**config.mk**
```make
export PLATFORM = sky130hd
export DESIGN_NAME = tar_archive_header_walker
export DESIGN_NICKNAME = d
export VERILOG_FILES = /design/src/design/tawk_pkg.sv /design/src/design/tar_archive_header_walker.sv /design/src/design/tawk_parser.sv
export SDC_FILE = /design/constraint.sdc
export NUM_CORES = 1
export LEC_CHECK = 0
export CORE_MARGIN = 1
export CORE_UTILIZATION = 64
export DETAILED_ROUTE_END_ITERATION = 16
export DONT_BUFFER_PORTS = 1
export GPL_ROUTABILITY_DRIVEN = 0
export PLACE_DENSITY = 0.8
export SKIP_LAST_GASP = 1
export SLEW_MARGIN = 20
export SYNTH_ARGS = -nofsm -noshare
export SYNTH_HDL_FRONTEND = slang
export SYNTH_SLANG_ARGS = --single-unit
```
**constraint.sdc**
```tcl
create_clock -name clk_i -period 10.65 [get_ports clk_i]
set_input_delay 1.065 -clock clk_i [delete_from_list [all_inputs] [get_ports clk_i]]
set_output_delay 1.065 -clock clk_i [all_outputs]
set_load 0.02 [all_outputs]
```
**src/design/tawk_pkg.sv**
```systemverilog
`timescale 1ns / 1ps
// ----------------------------------------------------------------------------
// tawk_pkg: shared types and constants
// Field widths, block geometry and result record for the tar header walker.
// ----------------------------------------------------------------------------
package tawk_pkg;

  localparam int unsigned BLOCK_BYTES = 512;
  localparam int unsigned NAME_BYTES  = 100;
  localparam int unsigned SIZE_DIGITS = 11;
  localparam int unsigned SIZE_FIRST  = 124;

  localparam int unsigned POS_W    = $clog2(BLOCK_BYTES);
  localparam int unsigned BYTE_W   = 8;
  localparam int unsigned NPOS_W   = 7;
  localparam int unsigned INDEX_W  = 24;
  localparam int unsigned SIZE_W   = 33;
  localparam int unsigned OFFSET_W = 40;
  localparam int unsigned BLKCNT_W = SIZE_W - POS_W;

  localparam logic [POS_W-1:0]  POS_LAST   = POS_W'(BLOCK_BYTES - 1);
  localparam logic [POS_W-1:0]  POS_NAME   = POS_W'(NAME_BYTES);
  localparam logic [POS_W-1:0]  POS_SIZE_0 = POS_W'(SIZE_FIRST);
  localparam logic [POS_W-1:0]  POS_SIZE_E = POS_W'(SIZE_FIRST + SIZE_DIGITS);
  localparam logic [BYTE_W-1:0] CHAR_ZERO  = 8'h30;
  localparam logic [BYTE_W-1:0] CHAR_SEVEN = 8'h37;

  // tdata: name_char, name_pos, entry_index, file_size, data_offset, bad_size
  localparam int unsigned RES_BITS = BYTE_W + NPOS_W + INDEX_W + SIZE_W + OFFSET_W + 1;
  localparam int unsigned OUT_W    = ((RES_BITS + 7) / 8) * 8;

  typedef enum logic [1:0] {
    KIND_NAME  = 2'd0,
    KIND_ENTRY = 2'd1,
    KIND_END   = 2'd2
  } kind_e;

  typedef enum logic [2:0] {
    PH_HEADER = 3'b001,
    PH_DATA   = 3'b010,
    PH_DONE   = 3'b100
  } phase_e;

  typedef struct packed {
    kind_e                kind;
    logic [BYTE_W-1:0]    name_char;
    logic [NPOS_W-1:0]    name_pos;
    logic [INDEX_W-1:0]   entry_index;
    logic [SIZE_W-1:0]    file_size;
    logic [OFFSET_W-1:0]  data_offset;
    logic                 bad_size;
  } result_t;

endpackage

```
**src/design/tar_archive_header_walker.sv**
```systemverilog
`timescale 1ns / 1ps
// ----------------------------------------------------------------------------
// tar_archive_header_walker: ustar header walker
// Streams a tar archive byte by byte, emits name bytes, entry records and
// the end-of-archive count.
// ----------------------------------------------------------------------------
// Usage:
//   s_axis: one archive byte per request in tdata; tuser high marks the first
//   byte of a new archive and restarts the walk from header byte 0.
//   m_axis: at most one result per byte; tuser gives the kind (name byte,
//   entry record, end of archive), tdata the record fields.
//   Path: an accepted byte waits in the input register, is parsed once the
//   output register is free, and its result is then held in the output register.
//   Throughput: one byte per cycle while no result stalls on the output, set by
//   the combinational parse step between the input register and the output register.
//   Bytes without a result (skipped fields, data blocks, after the end) pass
//   through even while a result waits on the output.
//   Stall: when m_axis_tready_i is low with a result waiting, a byte that would
//   produce a result holds in the input register and s_axis_tready_o drops.
//   Reset: walker returns to header byte 0 with zero entry count and offset;
//   both registers empty.
// ----------------------------------------------------------------------------
module tar_archive_header_walker (
  input  logic                        clk_i,
  input  logic                        rst_ni,
  input  logic                        s_axis_tvalid_i,
  output logic                        s_axis_tready_o,
  input  logic [7:0]                  s_axis_tdata_i,  // [7:0] data_byte
  input  logic                        s_axis_tuser_i,  // [0] archive_start
  output logic                        m_axis_tvalid_o,
  input  logic                        m_axis_tready_i,
  // [7:0] name_char, [14:8] name_pos, [38:15] entry_index,
  // [71:39] file_size, [111:72] data_offset, [112] bad_size, rest zero
  output logic [tawk_pkg::OUT_W-1:0]  m_axis_tdata_o,
  output logic [1:0]                  m_axis_tuser_o   // [1:0] kind
);
  import tawk_pkg::*;

  logic              in_valid_q, in_valid_d;
  logic [BYTE_W-1:0] in_byte_q;
  logic              in_start_q;
  logic              out_valid_q, out_valid_d;
  result_t           out_q;
  logic              out_free;
  logic              proc;
  logic              res_valid;
  result_t           res;

  assign out_free        = !out_valid_q || m_axis_tready_i;
  assign proc            = in_valid_q && (out_free || !res_valid);
  assign s_axis_tready_o = !in_valid_q || proc;

  tawk_parser u_parser (
    .clk_i       (clk_i),
    .rst_ni      (rst_ni),
    .en_i        (proc),
    .byte_i      (in_byte_q),
    .start_i     (in_start_q),
    .res_valid_o (res_valid),
    .res_o       (res)
  );

  always_comb begin
    in_valid_d = in_valid_q;
    if (s_axis_tready_o) in_valid_d = s_axis_tvalid_i;
    out_valid_d = out_valid_q;
    if (proc && res_valid)    out_valid_d = 1'b1;
    else if (m_axis_tready_i) out_valid_d = 1'b0;
  end

  always_ff @(posedge clk_i or negedge rst_ni) begin
    if (!rst_ni) begin
      in_valid_q  <= 1'b0;
      out_valid_q <= 1'b0;
    end else begin
      in_valid_q  <= in_valid_d;
      out_valid_q <= out_valid_d;
    end
  end

  always_ff @(posedge clk_i) begin
    if (s_axis_tready_o && s_axis_tvalid_i) begin
      in_byte_q  <= s_axis_tdata_i;
      in_start_q <= s_axis_tuser_i;
    end
    if (proc && res_valid) out_q <= res;
  end

  assign m_axis_tvalid_o = out_valid_q;
  assign m_axis_tuser_o  = out_q.kind;
  assign m_axis_tdata_o  = OUT_W'({out_q.bad_size, out_q.data_offset, out_q.file_size,
                                   out_q.entry_index, out_q.name_pos, out_q.name_char});

endmodule

```
**src/design/tawk_parser.sv**
```systemverilog
`timescale 1ns / 1ps
// ----------------------------------------------------------------------------
// tawk_parser: per-byte header parser
// Holds the walk state and decodes one archive byte per enabled cycle.
// ----------------------------------------------------------------------------
module tawk_parser (
  input  logic                       clk_i,
  input  logic                       rst_ni,
  input  logic                       en_i,
  input  logic [tawk_pkg::BYTE_W-1:0] byte_i,
  input  logic                       start_i,
  output logic                       res_valid_o,
  output tawk_pkg::result_t          res_o
);
  import tawk_pkg::*;

  logic [POS_W-1:0]    pos_q, pos_d;
  phase_e              phase_q, phase_d;
  logic [SIZE_W-1:0]   accum_q, accum_d;
  logic                bad_q, bad_d;
  logic [INDEX_W-1:0]  left_q, left_d;
  logic [INDEX_W-1:0]  count_q, count_d;
  logic [OFFSET_W-1:0] offset_q, offset_d;

  logic [POS_W-1:0]    pos_e;
  phase_e              phase_e_w;
  logic [SIZE_W-1:0]   accum_e;
  logic                bad_e;
  logic [INDEX_W-1:0]  count_e;
  logic [OFFSET_W-1:0] offset_e;
  logic                last;
  logic                is_octal;
  logic [SIZE_W-1:0]   accum_m1;

  always_comb begin
    // start of a new archive overrides the stored state
    pos_e     = start_i ? '0 : pos_q;
    phase_e_w = start_i ? PH_HEADER : phase_q;
    count_e   = start_i ? '0 : count_q;
    offset_e  = start_i ? '0 : offset_q;
    accum_e   = (pos_e == '0) ? '0 : accum_q;
    bad_e     = (pos_e == '0) ? 1'b0 : bad_q;
    last      = (pos_e == POS_LAST);
    is_octal  = (byte_i >= CHAR_ZERO) && (byte_i <= CHAR_SEVEN);
    accum_m1  = accum_e - SIZE_W'(1);

    pos_d       = last ? '0 : pos_e + POS_W'(1);
    phase_d     = phase_e_w;
    accum_d     = accum_e;
    bad_d       = bad_e;
    left_d      = left_q;
    count_d     = count_e;
    offset_d    = offset_e + OFFSET_W'(1);
    res_valid_o = 1'b0;
    res_o       = '0;
    res_o.kind  = KIND_NAME;

    unique case (phase_e_w)
      PH_HEADER: begin
        if (pos_e == '0 && byte_i == '0) begin
          phase_d           = PH_DONE;
          pos_d             = '0;
          res_valid_o       = 1'b1;
          res_o.kind        = KIND_END;
          res_o.entry_index = count_e;
        end else begin
          if (pos_e < POS_NAME) begin
            res_valid_o     = 1'b1;
            res_o.name_char = byte_i;
            res_o.name_pos  = pos_e[NPOS_W-1:0];
          end else if (pos_e >= POS_SIZE_0 && pos_e < POS_SIZE_E) begin
            // non-octal digit counts as zero
            accum_d = {accum_e[SIZE_W-4:0],
                       is_octal ? byte_i[2:0] : 3'd0};
            if (!is_octal) bad_d = 1'b1;
          end
          if (last) begin
            res_valid_o       = 1'b1;
            res_o.kind        = KIND_ENTRY;
            res_o.entry_index = count_e;
            res_o.file_size   = accum_e;
            res_o.data_offset = offset_d;
            res_o.bad_size    = bad_e;
            if (count_e != '1) count_d = count_e + INDEX_W'(1);
            if (accum_e != '0) begin
              // whole data blocks after this one: ceil(size/512) - 1
              left_d  = accum_m1[SIZE_W-1:POS_W];
              phase_d = PH_DATA;
            end else begin
              left_d = '0;
            end
          end
        end
      end
      PH_DATA: begin
        if (last) begin
          if (left_q == '0) phase_d = PH_HEADER;
          else              left_d  = left_q - INDEX_W'(1);
        end
      end
      PH_DONE: begin
        pos_d = '0;
      end
      default: begin
        pos_d = '0;
      end
    endcase
  end

  always_ff @(posedge clk_i or negedge rst_ni) begin
    if (!rst_ni) begin
      pos_q    <= '0;
      phase_q  <= PH_HEADER;
      accum_q  <= '0;
      bad_q    <= 1'b0;
      left_q   <= '0;
      count_q  <= '0;
      offset_q <= '0;
    end else if (en_i) begin
      pos_q    <= pos_d;
      phase_q  <= phase_d;
      accum_q  <= accum_d;
      bad_q    <= bad_d;
      left_q   <= left_d;
      count_q  <= count_d;
      offset_q <= offset_d;
    end
  end

endmodule

```
# == Yosys cells after proc, flatten, opt, wreduce, memory -nomap -nowiden ==
# Index checks and enable logic that the tools add are counted.
# word_totals
out_inout_bits,124
regBits,260
in_bits,13
wordCells,107
# classes
eq_ne,8
bitwise_logic,3
add_sub_neg,5
reduce_logical,22
n_mux,45
magnitude_cmp,5
# ops
cell,count
$mux 24,11
$mux 33,5
$mux 98,1
$pmux 24 s2,1
$add 40x1->40 const B,1
$mux 40,1
$reduce_bool 33->1,1
$sub 33x1->33 const B,1
$mux 9,3
$add 24x1->24 const B,1
$logic_not 24->1,1
$ne 24x24->1 const B,1
$sub 24x1->24 const B,1
$mux 3,7
$pmux 9 s2,1
$mux 1,13
$add 9x1->9 const B,1
$eq 9x9->1 const B,1
$ge 9x7->1 const B,1
$logic_not 9->1,1
$lt 9x7->1 const B,1
$lt 9x8->1 const B,1
$ge 8x6->1 const B,1
$le 8x6->1 const B,1
other kinds (15),30

# == Depth between registers and ports, before layout ==
# depth
depth_word,11
depth_mapped,17
mapped_depth_nobuf,13

# == Modules after synthesis ==
# A second synthesis with hierarchy kept.
# hier_totals
cells_unflattened,1249
area_unflattened_um2,12867.3
# by_module_without_submodules
mod,seq_area_each_um2,area_per_inst_um2,cells_per_inst,instances
tawk_parser,3354.5,8981.1,1107,1
tar_archive_header_walker,3773.6,3886.2,142,1

# == Worst setup path after synthesis ==
# OpenSTA, ideal clock, no wires.
# synth_timing
path_type,reg2reg
from,reg in_start_q
to,"reg out_q, in the netlist m_axis_tdata_o[0], enable pin"
synth_period_minus_slack_ps,8321
arrival_time_ps,7731
required_time_ps,10060
path_slack_ps,2329
path_buffers,9
path_stages_with_launch,15
setup_ps,590
cell_sequence,edfxtp_1 buf_2 clkbuf_1 buf_2 clkbuf_1 clkbuf_1 buf_1 nor2b_1 ha_1 and4b_1 o41ai_2 buf_2 buf_2 buf_2 nor2_1
# synth_between
word_cells_on_any_way,15
classes_between,1 x order compare; 2 x eq/ne; 6 x mux; 6 x reduce/logical
# synth_rtl
element,line,source
"start, declared",tar_archive_header_walker.sv:41,logic in_start_q;
"start signal, assigned",tar_archive_header_walker.sv:84,in_start_q <= s_axis_tuser_i;
$mux 9 *,tawk_parser.sv:37,pos_e = start_i ? '0 : pos_q;
$eq 9x9->1 *,tawk_parser.sv:43,last = (pos_e == POS_LAST);
via u_parser.last,tawk_parser.sv:31,logic last;
$mux 1 *,tawk_parser.sv:77,if (last) begin
$mux 1 *,tawk_parser.sv:60,if (pos_e == '0 && byte_i == '0) begin
$mux 1 *,tawk_parser.sv:58,unique case (phase_e_w)
$logic_not 1->1,tar_archive_header_walker.sv:50,assign proc = in_valid_q && (out_free || !res_valid);
$logic_or 1x1->1,tar_archive_header_walker.sv:50,
$logic_and 1x1->1,tar_archive_header_walker.sv:50,
$logic_and 1x1->1 *,tar_archive_header_walker.sv:86,if (proc && res_valid) out_q <= res;
"end signal, assigned",tar_archive_header_walker.sv:86,
"end, declared",tar_archive_header_walker.sv:43,result_t out_q;
# The timed path passes the listed nets; every way through them passes the cells marked *.
# A chain may end at the register's enable or synchronous reset.

# == Final worst setup path ==
# layout_timing
from,reg in_start_q
to,reg u_parser.left_q[9]
# layout_between
word_cells_on_any_way,28
classes_between,1 x add/sub; 1 x order compare; 7 x eq/ne; 11 x mux; 8 x reduce/logical
# layout_rtl
element,line,source
$mux 9 *,tawk_parser.sv:37,
via u_parser.pos_e[0],tawk_parser.sv:25,logic [POS_W-1:0] pos_e;
$eq 9x9->1 *,tawk_parser.sv:43,
via u_parser.last,tawk_parser.sv:31,
$mux 1,tawk_parser.sv:77,
$mux 1,tawk_parser.sv:60,
$mux 1,tawk_parser.sv:58,
$logic_not 1->1,tar_archive_header_walker.sv:50,
$logic_or 1x1->1,tar_archive_header_walker.sv:50,
$logic_and 1x1->1,tar_archive_header_walker.sv:50,
$reduce_and 6->1 (no line) *,--,
"end signal, assigned",tawk_parser.sv:124,left_q <= left_d;
"end, declared",tawk_parser.sv:21,"logic [INDEX_W-1:0] left_q, left_d;"
# The timed path passes the listed nets; every way through them passes the cells marked *. The select of a mux whose other input is x is not followed.

==> flow_summary.yaml <==
cts:
  cts_resized: 0
  htree_levels: 1
  cts_root_buf: "clkbuf_16"
  cts_setup_buffers: 0
  clock_path_buffers: 3
  cts_buffers: 26
  cts_hold_buf: 0
  cts_tree: "yes"
  clk_latency_ns: 0.52
  numClockSinks: 260
  clk_pin_slew_worst_paths_ns: 0.06
sta:
  finalSetupTns_ns: 0
  tightest_slew_ns: 1.10
  clock_skew_ns: 0.0110
  maxSlewViolCount: 0
  fin_crit_sh: 0.514
  hold_violations: 0
  finalSetupViolations: 0
  slew_headroom: 0.261
  layout_min_cycle_time_ns: 5.47
  fmax_mhz: 183
  rsz0062_at_grt: "no"
synth:
  ys_top_cells_by_count: "nand2_1 (149), dfrtp_1 (135), edfxtp_1 (124), nor2_1 (92), o21ai_0 (89)"
  syn_area_sq_um: 12900
  syn_inst: 1255
  synth_edf_count: 124
  syn_area_per_cell_sq_um: 10.2
  synth_ff_type: "dfrtp_1"
  synth_top_cell_area_share: 0.290
  yosysUniqueCellTypes: 74
  yosys_warnings: 0
  ys_seq_elements: 260
  synthArstFlopShare: 0.523
  synth_largest_area_cell: "edfxtp_1"
  synth_most_common_cell: "nand2_1"
  synth_area_leaders: "edfxtp_1 (29%), dfrtp_1 (26%), nand2_1 (4.4%)"
  ys_seq_area_frac: 0.555
worst_setup_path:
  rr_startpoint: "in_start_q"
  rrSetupSlack_ns: 5.18
  cp-startpoint: "in_start_q"
  worstSetupStartpointType: "flop"
  endpoint_kind: "flop"
  cpMostUsedCell: "buf_4"
  crit_chain: "buf_4, inv_1, nand2_1, inv_1, ha_1, nand3_1, nor2_1, ha_1, and4b_1, o41ai_4, buf_4, buf_4, nor4_1, buf_4, a221o_1"
  critPathRequiredTime_ns: 11.06
  worstSetupPathType: "reg -> reg"
  crit_slowest_cell: "buf_4"
  max_stage_delay_ns: 0.71
  critPathArrivalTime_ns: 5.88
  crit_path_max_fanout: 82
power:
  p_sw_uw: 725
  power.internal_uw: 1800
  power.total_uw: 2520
  pwr-share-seq: 0.530
  p_leak_uw: 0.00533
  combPwrFrac: 0.100
  netSwitchingFraction: 0.287
  p_per_area_nw_per_um2: 182
  power_frac_clock: 0.369
  ir_worst_vdd_mv: 0.130
detailed_routing:
  vias: 9577
  first_pass_iters: 5
  finalWirelength_mm: 28.7
  vias_per_cell: 6.32
  first_iter_violations: 790
  drc_errors: 0
  wl_per_cell_um: 18.9
  ant_nets: 0
grt:
  grt_antenna_before_repair: 0
  grt_max_degree: 137
  track_usage: 0.290
  grt_pass1_vias: 9173
  overflow: 0
  grt_first_pass_wirelength_mm: 47.3
cells_and_area:
  syn2layout_area_growth_pct: 7.91
  fin_nets: 1250
  diodes: 0
  drive_above_1_share: 0.0616
  fillers: 1442
die:
  fp-row-count: 51
  die_height_um: 144
  dieWidth_um: 144
  io_pins: 137
  coreArea_sq_um: 19600
  die_area_sq_um: 20700
  start_util: 0.656
placed_design:
  dp_hpwl_mm: 18.4
  port_buffers: 0
job:
  drv_cap: 0
min_path:
  hold_class: "in -> async"
status:
  outcome: "finished clean"
[per-stage QoR]
stage,std cells,hold slack [ns],util,instance area [sq um],worst slack [ns]
2_1_floorplan,1261,0.449,-,12900,2.33
4_1_cts,1516,0.224,0.708,13900,5.24
5_1_grt,1516,0.210,0.708,13900,4.89
3_5_place_dp,1468,0.479,0.662,13000,5.26
3_3_place_gp,1468,0.470,0.662,13000,5.49
6_report,1516,0.236,0.708,13900,5.18
[final cells by class]
type | count | area [sq um] | share of cell area
sequential | 260 | 7130 | 0.514
multi-input combinational | 912 | 5360 | 0.386
clock buffer | 38 | 778 | 0.0561
tap | 265 | 332 | 0.0239
clock inverter | 10 | 105 | 0.00758
timing repair buffer | 12 | 93.8 | 0.00677
inverter | 19 | 71.3 | 0.00514
[worst max-delay path: cells and delay by family, from the launching register on]
| family | cells | cell delay, ns |
|---|---|---|
| buf+inv | 6 | 2.55 |
| fa+ha+maj | 2 | 0.64 |
| flops | 1 | 0.36 |
| compound gates | 2 | 0.77 |
| simple gates | 5 | 0.99 |
[flip-flops by register name, summed over array words and instances (netlist names)]
signal,cells
m_axis_tdata_o,113
u_parser.offset_q,40
u_parser.accum_q,33
u_parser.count_q,24
u_parser.left_q,24
u_parser.pos_q,9
in_byte_q,8
u_parser.phase_q,3
m_axis_tuser_o,2
in_start_q,1
in_valid_q,1
m_axis_tvalid_o,1
u_parser.bad_q,1
[power groups by stage]
| stage | registers (uW) | clock network [uW] | logic [uW] |
|---|---|---|---|
| 2_1_floorplan | 1350 | 0 | 197 |
| 3_3_place_gp | 1360 | 0 | 241 |
| 3_5_place_dp | 1360 | 0 | 249 |
| 4_1_cts | 1340 | 943 | 251 |
| 5_1_grt | 1350 | 984 | 276 |
| 6_report | 1340 | 931 | 253 |
[placed cells by master, fill, tap and decap left out, drive strengths merged, types with 4 or more instances in the layout]
cell type	count
and2	77
xor2	20
and4	7
nand3b	7
nor2	93
a221o	5
nand4	15
a21oi	63
o21bai	4
nand2	149
and3	18
a31oi	7
nand3	54
nor4	28
inv	19
o31ai	9
nand2b	8
a22oi	5
nor4b	6
or3	20
or2	5
dfrtp	135
ha	6
clkbuf	38
nor2b	20
or4	12
o21ai	91
a21o	5
nor3	53
xnor2	35
conb	7
buf	12
a22o	36
clkinv	8
mux2i	6
edfxtp	124
[kinds of logic (layout without fill, tap and decap cells)]
logic type / after synthesis / in the layout / share of synthesized area
other: 1 / 7 / 0.000292
DFF: 260 / 260 / 0.555
and+or+nand+nor: 585 / 585 / 0.239
adders and majority gates: 6 / 6 / 0.00584
xor gates and xnor gates: 55 / 55 / 0.0375
muxes: 6 / 6 / 0.00467
AOI/OAI and AO/OA: 253 / 253 / 0.126
buffers and inverters: 89 / 79 / 0.0319
[metal layers]
| metal | routed length (um) | track usage |
|---|---|---|
| met5 | 0 | 0 |
| met2 | 14100 | 0.484 |
| met3 | 1670 | 0.0413 |
| met1 | 12100 | 0.389 |
| met4 | 818 | 0.102 |
[final timing paths]
path	endpoint	cells after the start
worst max-delay path	u_parser.left_q[9]	15
worst min-delay path	u_parser.left_q[10]	0
worst max register to register	u_parser.left_q[9]	15
worst min register to register	u_parser.offset_q[39]	2
max in group asynchronous	u_parser.phase_q[0]	0
min in group clk_i	u_parser.offset_q[39]	2
(Power assumes the default switching activity.)
